--- config.mk ---
export PLATFORM = sky130hd
export DESIGN_NAME = software_timer_table
export DESIGN_NICKNAME = d
export VERILOG_FILES = /design/src/rtl/stt_pkg.sv /design/src/rtl/stt_store.sv /design/src/rtl/stt_alu.sv /design/src/rtl/software_timer_table.sv
export SDC_FILE = /design/constraint.sdc
export NUM_CORES = 2
export LEC_CHECK = 0
export CAP_MARGIN = 10
export CORE_ASPECT_RATIO = 2
export CORE_MARGIN = 2
export CORE_UTILIZATION = 50
export DETAILED_ROUTE_END_ITERATION = 10
export DONT_BUFFER_PORTS = 1
export PLACE_DENSITY = 0.62
export SLEW_MARGIN = 5
export SYNTH_ARGS = -nofsm -noshare
export SYNTH_HDL_FRONTEND = slang
export SYNTH_SLANG_ARGS = --single-unit
--- constraint.sdc ---
create_clock -name clk -period 24.5 [get_ports clk]
set_clock_uncertainty 0.05 [all_clocks]
set_input_delay 3.675 -clock clk [delete_from_list [all_inputs] [get_ports clk]]
set_output_delay 3.675 -clock clk [all_outputs]
set_load 0.005 [all_outputs]
--- src/rtl/stt_pkg.sv ---
package stt_pkg;

  localparam int SLOTS_DEF     = 16;
  localparam int TICK_BITS_DEF = 32;

  // next-timeout value when no slot is running
  localparam logic [30:0] NT_NONE = 31'h7FFF_FFFF;

  typedef enum logic [2:0] {
    K_ALLOC      = 3'd0,
    K_START      = 3'd1,
    K_STOP       = 3'd2,
    K_TICK       = 3'd3,
    K_SET_PERIOD = 3'd4,
    K_SET_MODE   = 3'd5,
    K_QUERY      = 3'd6,
    K_NEXT       = 3'd7
  } kind_t;

  typedef enum logic [1:0] {
    ST_OK        = 2'd0,
    ST_NO_SLOT   = 2'd1,
    ST_NOT_ALLOC = 2'd2
  } status_t;

  typedef enum logic [2:0] {
    S_IDLE,
    S_ALLOC,
    S_EXEC,
    S_WALK,
    S_FINAL
  } state_t;

  // rewrites all three flags of one slot
  typedef struct packed {
    logic en;
    logic used;
    logic active;
    logic periodic;
  } flag_wr_t;

  typedef struct packed {
    status_t     status;
    logic [3:0]  slot;
    logic        fired;
    logic [31:0] remaining;
    logic        is_active;
    logic [30:0] next_timeout;
    logic        last;
  } res_t;

endpackage

--- src/rtl/stt_store.sv ---
module stt_store import stt_pkg::*; #(
  parameter int SLOTS     = SLOTS_DEF,
  parameter int TICK_BITS = TICK_BITS_DEF,
  localparam int SW       = (SLOTS > 1) ? $clog2(SLOTS) : 1
) (
  input  logic                 clk,
  input  logic                 rst_n,
  input  logic                 rd_en,
  input  logic [SW-1:0]        rd_addr,
  output logic [TICK_BITS-1:0] per_rd,
  output logic [TICK_BITS-1:0] start_rd,
  input  logic [SW-1:0]        wr_addr,
  input  logic                 per_we,
  input  logic                 start_we,
  input  logic [TICK_BITS-1:0] wr_data,
  input  flag_wr_t             flag_wr,
  output logic [SLOTS-1:0]     used,
  output logic [SLOTS-1:0]     active,
  output logic [SLOTS-1:0]     periodic
);

  logic [TICK_BITS-1:0] per_mem   [SLOTS];
  logic [TICK_BITS-1:0] start_mem [SLOTS];
  logic [TICK_BITS-1:0] per_rd_r;
  logic [TICK_BITS-1:0] start_rd_r;
  logic [SLOTS-1:0]     used_r;
  logic [SLOTS-1:0]     active_r;
  logic [SLOTS-1:0]     periodic_r;

  always_ff @(posedge clk) begin
    if (per_we) begin
      per_mem[wr_addr] <= wr_data;
    end
    if (start_we) begin
      start_mem[wr_addr] <= wr_data;
    end
  end

  always_ff @(posedge clk) begin
    if (rd_en) begin
      per_rd_r   <= per_mem[rd_addr];
      start_rd_r <= start_mem[rd_addr];
    end
  end

  always_ff @(posedge clk) begin
    if (!rst_n) begin
      used_r     <= '0;
      active_r   <= '0;
      periodic_r <= '0;
    end else if (flag_wr.en) begin
      used_r[wr_addr]     <= flag_wr.used;
      active_r[wr_addr]   <= flag_wr.active;
      periodic_r[wr_addr] <= flag_wr.periodic;
    end
  end

  assign per_rd   = per_rd_r;
  assign start_rd = start_rd_r;
  assign used     = used_r;
  assign active   = active_r;
  assign periodic = periodic_r;

endmodule

--- src/rtl/stt_alu.sv ---
module stt_alu import stt_pkg::*; #(
  parameter int TICK_BITS = TICK_BITS_DEF
) (
  input  logic [TICK_BITS-1:0] now,
  input  logic [TICK_BITS-1:0] start,
  input  logic [TICK_BITS-1:0] period,
  input  logic [30:0]          best,
  output logic [TICK_BITS-1:0] rem,
  output logic                 expired,
  output logic [30:0]          due,
  output logic                 earlier
);

  logic [TICK_BITS-1:0] elapsed;
  logic [TICK_BITS:0]   diff;
  logic [63:0]          rem_wide;

  assign elapsed  = now - start;
  assign diff     = {1'b0, period} - {1'b0, elapsed};
  assign rem      = diff[TICK_BITS-1:0];
  // borrow or zero: elapsed has reached the period
  assign expired  = diff[TICK_BITS] || (rem == '0);
  assign rem_wide = 64'(rem);

  // rem read as signed: overdue floors at 0, far future caps
  always_comb begin
    if (rem[TICK_BITS-1]) begin
      due = '0;
    end else if (rem_wide > 64'(NT_NONE)) begin
      due = NT_NONE;
    end else begin
      due = 31'(rem);
    end
  end

  assign earlier = due < best;

endmodule

--- src/rtl/software_timer_table.sv ---
// Table of software timer slots driven one operation word at a time.
// Input channel (in_valid/in_ready): kind, slot, period, periodic, tick_count.
// Result channel (out_valid/out_ready): status, result_slot, fired, remaining,
// is_active, next_timeout, last. Every operation ends with one word that has
// last set; a tick check first sends one fired word per expired slot, in
// slot order.
// Start, stop, set period, set mode and query are accepted, then executed
// with the slot's period and start read from memory.
// Allocate scans the used flags one slot a cycle.
// Tick check and next timeout walk every slot through the one subtract and
// compare unit, one slot a cycle unless a tick check's fired word is stalled.
// The block takes one word at a time; in_ready is high only when idle, and
// it may be high while a finished result still sits in the output register.
// If the receiver stalls, the walk holds on the slot whose word cannot be
// posted and resumes once the output register frees up.
// Reset clears every used, active and mode flag; periods and start ticks
// need no clearing since they are read only for allocated slots.
module software_timer_table import stt_pkg::*; #(
  parameter int SLOTS     = SLOTS_DEF,
  parameter int TICK_BITS = TICK_BITS_DEF
) (
  input  logic        clk,
  input  logic        rst_n,
  input  logic        in_valid,
  output logic        in_ready,
  input  logic [2:0]  in_kind,
  input  logic [3:0]  in_slot,
  input  logic [31:0] in_period,
  input  logic        in_periodic,
  input  logic [31:0] in_tick_count,
  output logic        out_valid,
  input  logic        out_ready,
  output logic [1:0]  out_status,
  output logic [3:0]  out_result_slot,
  output logic        out_fired,
  output logic [31:0] out_remaining,
  output logic        out_is_active,
  output logic [30:0] out_next_timeout,
  output logic        out_last
);

  localparam int SW                = (SLOTS > 1) ? $clog2(SLOTS) : 1;
  localparam logic [SW-1:0] LAST_SLOT = SW'(SLOTS - 1);

  state_t               state_r, state_nxt;
  kind_t                kind_r;
  logic [3:0]           slot_r;
  logic [TICK_BITS-1:0] period_r;
  logic [TICK_BITS-1:0] now_r;
  logic                 mode_r;
  logic [SW-1:0]        cur_r, cur_nxt;
  logic [30:0]          best_r, best_nxt;
  res_t                 res_r, res_nxt;
  logic                 out_valid_r, out_valid_nxt;

  logic                 accept;
  logic                 out_free;
  logic                 push;
  logic                 advance;
  logic                 live;
  logic                 slot_ok;
  logic [SW-1:0]        idx;

  logic                 rd_en;
  logic [SW-1:0]        rd_addr;
  logic [TICK_BITS-1:0] per_rd;
  logic [TICK_BITS-1:0] start_rd;
  logic [SW-1:0]        wr_addr;
  logic                 per_we;
  logic                 start_we;
  logic [TICK_BITS-1:0] wr_data;
  flag_wr_t             flag_wr;
  logic [SLOTS-1:0]     slot_used;
  logic [SLOTS-1:0]     slot_active;
  logic [SLOTS-1:0]     slot_periodic;

  logic [TICK_BITS-1:0] alu_rem;
  logic                 alu_expired;
  logic [30:0]          alu_due;
  logic                 alu_earlier;

  stt_store #(
    .SLOTS     (SLOTS),
    .TICK_BITS (TICK_BITS)
  ) u_store (
    .clk      (clk),
    .rst_n    (rst_n),
    .rd_en    (rd_en),
    .rd_addr  (rd_addr),
    .per_rd   (per_rd),
    .start_rd (start_rd),
    .wr_addr  (wr_addr),
    .per_we   (per_we),
    .start_we (start_we),
    .wr_data  (wr_data),
    .flag_wr  (flag_wr),
    .used     (slot_used),
    .active   (slot_active),
    .periodic (slot_periodic)
  );

  stt_alu #(
    .TICK_BITS (TICK_BITS)
  ) u_alu (
    .now     (now_r),
    .start   (start_rd),
    .period  (per_rd),
    .best    (best_r),
    .rem     (alu_rem),
    .expired (alu_expired),
    .due     (alu_due),
    .earlier (alu_earlier)
  );

  assign in_ready = (state_r == S_IDLE);
  assign accept   = in_valid && in_ready;
  assign out_free = !out_valid_r || out_ready;
  assign idx      = SW'(slot_r);
  assign slot_ok  = (32'(slot_r) < SLOTS) && slot_used[idx];
  assign live     = slot_used[cur_r] && slot_active[cur_r];

  always_ff @(posedge clk) begin
    if (accept) begin
      kind_r   <= kind_t'(in_kind);
      slot_r   <= in_slot;
      period_r <= TICK_BITS'(in_period);
      now_r    <= TICK_BITS'(in_tick_count);
      mode_r   <= in_periodic;
    end
  end

  always_ff @(posedge clk) begin
    if (!rst_n) begin
      state_r     <= S_IDLE;
      cur_r       <= '0;
      best_r      <= NT_NONE;
      out_valid_r <= 1'b0;
    end else begin
      state_r     <= state_nxt;
      cur_r       <= cur_nxt;
      best_r      <= best_nxt;
      out_valid_r <= out_valid_nxt;
    end
  end

  always_ff @(posedge clk) begin
    if (push) begin
      res_r <= res_nxt;
    end
  end

  assign out_valid_nxt = push || (out_valid_r && !out_ready);

  always_comb begin
    state_nxt = state_r;
    cur_nxt   = cur_r;
    best_nxt  = best_r;
    push      = 1'b0;
    advance   = 1'b0;
    res_nxt   = '0;
    rd_en     = 1'b0;
    rd_addr   = SW'(in_slot);
    wr_addr   = cur_r;
    per_we    = 1'b0;
    start_we  = 1'b0;
    wr_data   = now_r;
    flag_wr   = '0;

    case (state_r)
      S_IDLE: begin
        if (accept) begin
          rd_en    = 1'b1;
          cur_nxt  = '0;
          best_nxt = NT_NONE;
          case (kind_t'(in_kind))
            K_ALLOC: begin
              state_nxt = S_ALLOC;
            end
            K_TICK, K_NEXT: begin
              rd_addr   = '0;
              state_nxt = S_WALK;
            end
            default: begin
              state_nxt = S_EXEC;
            end
          endcase
        end
      end

      S_ALLOC: begin
        if (!slot_used[cur_r]) begin
          if (out_free) begin
            push             = 1'b1;
            res_nxt.status   = ST_OK;
            res_nxt.slot     = 4'(cur_r);
            res_nxt.last     = 1'b1;
            flag_wr          = '{en: 1'b1, used: 1'b1, active: 1'b0, periodic: mode_r};
            per_we           = 1'b1;
            wr_data          = period_r;
            state_nxt        = S_IDLE;
          end
        end else if (cur_r == LAST_SLOT) begin
          if (out_free) begin
            push           = 1'b1;
            res_nxt.status = ST_NO_SLOT;
            res_nxt.last   = 1'b1;
            state_nxt      = S_IDLE;
          end
        end else begin
          cur_nxt = cur_r + 1'b1;
        end
      end

      S_EXEC: begin
        wr_addr = idx;
        if (out_free) begin
          push         = 1'b1;
          res_nxt.last = 1'b1;
          state_nxt    = S_IDLE;
          if (!slot_ok) begin
            res_nxt.status = ST_NOT_ALLOC;
          end else begin
            case (kind_r)
              K_START: begin
                flag_wr  = '{en: 1'b1, used: 1'b1, active: 1'b1,
                             periodic: slot_periodic[idx]};
                start_we = 1'b1;
                wr_data  = now_r;
              end
              K_STOP: begin
                flag_wr = '{en: 1'b1, used: 1'b0, active: 1'b0,
                            periodic: slot_periodic[idx]};
              end
              K_SET_PERIOD: begin
                per_we  = 1'b1;
                wr_data = period_r;
              end
              K_SET_MODE: begin
                flag_wr = '{en: 1'b1, used: 1'b1, active: slot_active[idx],
                            periodic: mode_r};
              end
              K_QUERY: begin
                res_nxt.remaining = slot_active[idx] ? 32'(alu_rem) : 32'(per_rd);
                res_nxt.is_active = slot_active[idx];
              end
              default: begin
              end
            endcase
          end
        end
      end

      S_WALK: begin
        if (kind_r == K_TICK) begin
          if (live && alu_expired) begin
            if (out_free) begin
              push          = 1'b1;
              res_nxt.slot  = 4'(cur_r);
              res_nxt.fired = 1'b1;
              if (slot_periodic[cur_r]) begin
                start_we = 1'b1;
                wr_data  = now_r;
              end else begin
                flag_wr = '{en: 1'b1, used: 1'b0, active: 1'b0,
                            periodic: slot_periodic[cur_r]};
              end
              advance = 1'b1;
            end
          end else begin
            advance = 1'b1;
          end
        end else begin
          if (live && alu_earlier) begin
            best_nxt = alu_due;
          end
          advance = 1'b1;
        end
        if (advance) begin
          if (cur_r == LAST_SLOT) begin
            state_nxt = S_FINAL;
          end else begin
            cur_nxt = cur_r + 1'b1;
            rd_en   = 1'b1;
            rd_addr = cur_r + 1'b1;
          end
        end
      end

      S_FINAL: begin
        if (out_free) begin
          push         = 1'b1;
          res_nxt.last = 1'b1;
          if (kind_r == K_NEXT) begin
            res_nxt.next_timeout = best_r;
          end
          state_nxt = S_IDLE;
        end
      end

      default: begin
        state_nxt = S_IDLE;
      end
    endcase
  end

  assign out_valid        = out_valid_r;
  assign out_status       = res_r.status;
  assign out_result_slot  = res_r.slot;
  assign out_fired        = res_r.fired;
  assign out_remaining    = res_r.remaining;
  assign out_is_active    = res_r.is_active;
  assign out_next_timeout = res_r.next_timeout;
  assign out_last         = res_r.last;

  // closing word always returns the sequencer to idle
  a_last_idle: assert property (@(posedge clk) disable iff (!rst_n)
    (push && res_nxt.last) |=> (state_r == S_IDLE))
    else $error("closing word did not return to idle");

  a_fire_walk: assert property (@(posedge clk) disable iff (!rst_n)
    (push && res_nxt.fired) |-> (state_r == S_WALK && kind_r == K_TICK && live))
    else $error("fire word outside a tick walk");

  // one-shot slot is freed right after it fires
  a_oneshot_free: assert property (@(posedge clk) disable iff (!rst_n)
    (push && res_nxt.fired && !slot_periodic[cur_r]) |=> !slot_used[$past(cur_r)])
    else $error("one-shot slot still used after firing");

  a_alloc_flags: assert property (@(posedge clk) disable iff (!rst_n)
    (state_r == S_ALLOC && push && res_nxt.status == ST_OK)
      |=> (slot_used[$past(cur_r)] && !slot_active[$past(cur_r)]))
    else $error("allocated slot flags wrong");

endmodule
==> flow_metrics.py <==
metrics = {
    "run_status": {
        "outcome": "finished, final reports clean",
    },
    "power": {
        "clkPwrFrac_pct": 31.3,
        "p_int_mw": 4.137,
        "power_frac_comb_pct": 23.2,
        "switching_share_pct": 30.36,
        "switching_power_mw": 1.803,
        "peakVddDrop_mv": 0.06336,
        "power.leakage_nw": 21.12,
        "p_seq_share_pct": 45.4,
        "power.density_nw_per_um2": 95.66,
    },
    "cells_and_area": {
        "multi_input_area_um2": 16640,
        "drive_gt1_share_pct": 14.66,
        "nFillCells": 8984,
        "layout.nets": 3941,
        "register_area_um2": 38740,
        "area_growth_pct": 9.704,
    },
    "clock_tree": {
        "cts_sinks": 1319,
        "cts_setup_buffers": 0,
        "htreeDepth": 3,
        "ctsLongestPathBuffers": 3,
        "cts.reportedPaths.clkPinSlew_ns": 0.07,
        "worstSkewPairLatency_ns": 0.74,
        "cts_root_buffer": "clkbuf_16",
        "cts_tree": "built",
        "postCtsHoldBufs": 0,
        "cts-resized-gates": 0,
        "numCtsBuffers": 110,
    },
    "setup_path": {
        "r2r-start": "now_r[0]",
        "crit_top_cell": "a21oi_1",
        "cp.required_ns": 24.90,
        "path_depth": 36,
        "r2r_slack_ns": 13.66,
        "critPathCaptureType": "flip-flop",
        "path_buf_inv": 6,
        "crit_path_top_delay_cell": "o31ai_1",
        "reg2reg_depth": 36,
        "crit_fanout": 65,
        "arrival_ns": 11.25,
        "cp_top_family": "compound AO/OA/AOI/OAI gates",
        "startpoint_type": "flip-flop",
        "criticalPathCategory": "flip-flop to flip-flop",
        "critPathMaxStageDelay_ns": 0.88,
        "r2r_end": "u_store.per_rd[25]",
    },
    "place": {
        "io_buffers": 0,
        "globalplace.congestion": 0.9154,
        "place_ws_ns": 13.81,
        "dp_hpwl_um": 96360,
    },
    "min_path": {
        "hold_path.startpoint": "best_r[15]",
        "whs_endpoint": "best_r[15]",
        "hp-class": "flip-flop to flip-flop",
        "hold_path_depth": 1,
    },
    "synthesis": {
        "ys_seq_area_share_pct": 68.43,
        "synth_top_area_share_pct": 65.36,
        "synthCells": 3790,
        "yosysTopAreaCell": "edfxtp_1",
        "synth_nets": 3962,
        "ys_warn_count": 0,
        "synth_ff_type": "edfxtp_1",
        "async_flop_share_pct": 0,
        "yosys-top-cells-area": "edfxtp_1, mux2i_1, mux2_2",
        "ys_ff_latch": 1319,
        "synth_edf_count": 1232,
        "synth_area_um2": 56610,
        "yosysUniqueCellTypes": 73,
        "syn_avg_cell_area_um2": 14.94,
    },
    "global_route": {
        "antenna_found_initial": 4,
        "grt_max_degree": 147,
        "use_met2_pct": 49.83,
        "grt_pass1_wl_um": 223400,
        "grt.busiest_layer": "met2",
        "use_met1_pct": 29.79,
        "grt.overflow.total": 0,
        "grt_pass1_vias": 32880,
        "grt_usage_pct": 26.63,
        "use_met3_pct": 3.268,
    },
    "drt": {
        "num_vias": 32870,
        "wire_per_inst_um": 29.14,
        "firstDrtPassIters": 5,
        "drt_iter0_drc": 2975,
        "viasPerCell": 6.133,
        "wl_um": 156200,
        "drc": 0,
        "ant_nets": 0,
    },
    "floorplan": {
        "rows": 174,
        "initial_core_util_pct": 50.39,
        "die-area_um2": 116100,
        "core-area_um2": 112300,
        "ios": 150,
        "dieHeight_um": 479.8,
        "dieWidth_um": 241.9,
    },
    "timing": {
        "slew_headroom_pct": 14.29,
        "post-route-min-period_ns": 10.84,
        "setup_tns_ns": 0,
        "max_freq_ghz": 0.09222,
        "worst_pin_slew_ns": 1.283,
        "setup_viol": 0,
        "finalHoldViolCount": 0,
        "drv_slew": 0,
        "whs_ns": 0.4119,
        "finalCritPeriodShare_pct": 44.26,
        "finalWorstSetupSlack_ns": 13.66,
        "rsz0062_at_grt": "false",
    },
    "job": {
        "maxCapViolations": 0,
    },
}
-- power groups by stage --
stage | Combinational (mW) | Clock (mW) | Sequential, mW
3_5_place_dp | 1.36 | 0 | 2.75
5_1_grt | 1.49 | 1.97 | 2.70
2_1_floorplan | 0.960 | 0 | 2.71
3_3_place_gp | 1.35 | 0 | 2.75
6_report | 1.38 | 1.86 | 2.70
4_1_cts | 1.37 | 1.89 | 2.70
-- layout by cell type, fill, tap and decap left out, types with 40 or more instances in the layout --
master     netlist  routed
dfxtp_1         87      87
clkbuf_16        0     111
a21oi_1         89      87
ha_1            94      94
mux2_2         225     225
nor4_1          40      40
nor3_1          83      83
nand2_1        177     177
buf_4           15      84
nor2_1         206     174
mux2i_1        305     305
o22ai_1        129     129
o21ai_0         43      41
a41oi_1         65      65
edfxtp_1      1232    1232
nand3_1        286     284
inv_1           87      86
-- Yosys cell counts, types with 21 or more instances --
master,instances
dfxtp_1,87
a41oi_1,65
mux2i_1,305
inv_1,87
xor2_1,27
nor2_1,206
buf_2,69
nor4_1,40
o22a_1,31
mux2_1,32
nand2_1,177
edfxtp_1,1232
nand3_1,286
a21oi_1,89
a211oi_1,21
a21o_1,29
ha_1,94
nor2b_1,32
o21ai_0,43
xnor2_1,24
mux2_2,225
buf_6,42
o22ai_1,129
clkbuf_1,78
nor3_1,83
-- worst max path at each step --
stage | end | start
floorplan | u_store.per_rd[0] | now_r[0]
global placement | u_store.per_rd[13] | now_r[0]
detailed placement | u_store.per_rd[25] | now_r[0]
CTS | u_store.per_rd[25] | now_r[0]
global route | u_store.per_rd[25] | now_r[0]
finish | u_store.per_rd[25] | now_r[0]
-- cell families after synthesis --
logic type / synth area share (%)
and+or+nand+nor: 7.977
adders and majority gates: 2.148
buffers and inverters: 2.887
AOI/OAI and AO/OA: 6.118
DFF: 68.43
xor gates and xnor gates: 0.7891
muxes: 11.65
-- cell type report --
type	instances	area share, %
Inverter	88	0.5339
Multi-Input combinational cell	2162	26.80
Antenna cell	3	0.01209
Sequential cell	1319	62.38
Timing Repair Buffer	88	1.157
Tap cell	1496	3.014
Clock buffer	133	4.638
Clock inverter	70	1.461
-- routing by layer --
layer / wire length, um / vias to the layer above
li1: - / 14650
met3: 7682 / 308
met5: 13 / -
met2: 83820 / 1143
met1: 56650 / 16760
met4: 8007 / 2
-- sequential cells by signal, indices dropped and copies added (netlist names), 16 cells and up --
name and cells:
u_store.start_rd 32, u_store.periodic 16, out_remaining 32, u_store.active 16
u_store.per_rd 32, best_r 31, now_r 32, u_store.used 16
u_store.per_mem 512, out_next_timeout 31, u_store.start_mem 512, period_r 32
-- metrics by stage --
stage	power, mW	util, %	cells	cell area (um2)
2_1_floorplan	3.672	-	3790	56610
5_1_grt	6.157	55.28	5358	62100
3_5_place_dp	4.111	51.88	5152	58280
3_3_place_gp	4.101	51.88	5152	58280
4_1_cts	5.951	55.25	5355	62060
6_report	5.940	55.28	5359	62100
Note: power is estimated with default switching activity, not from simulation.
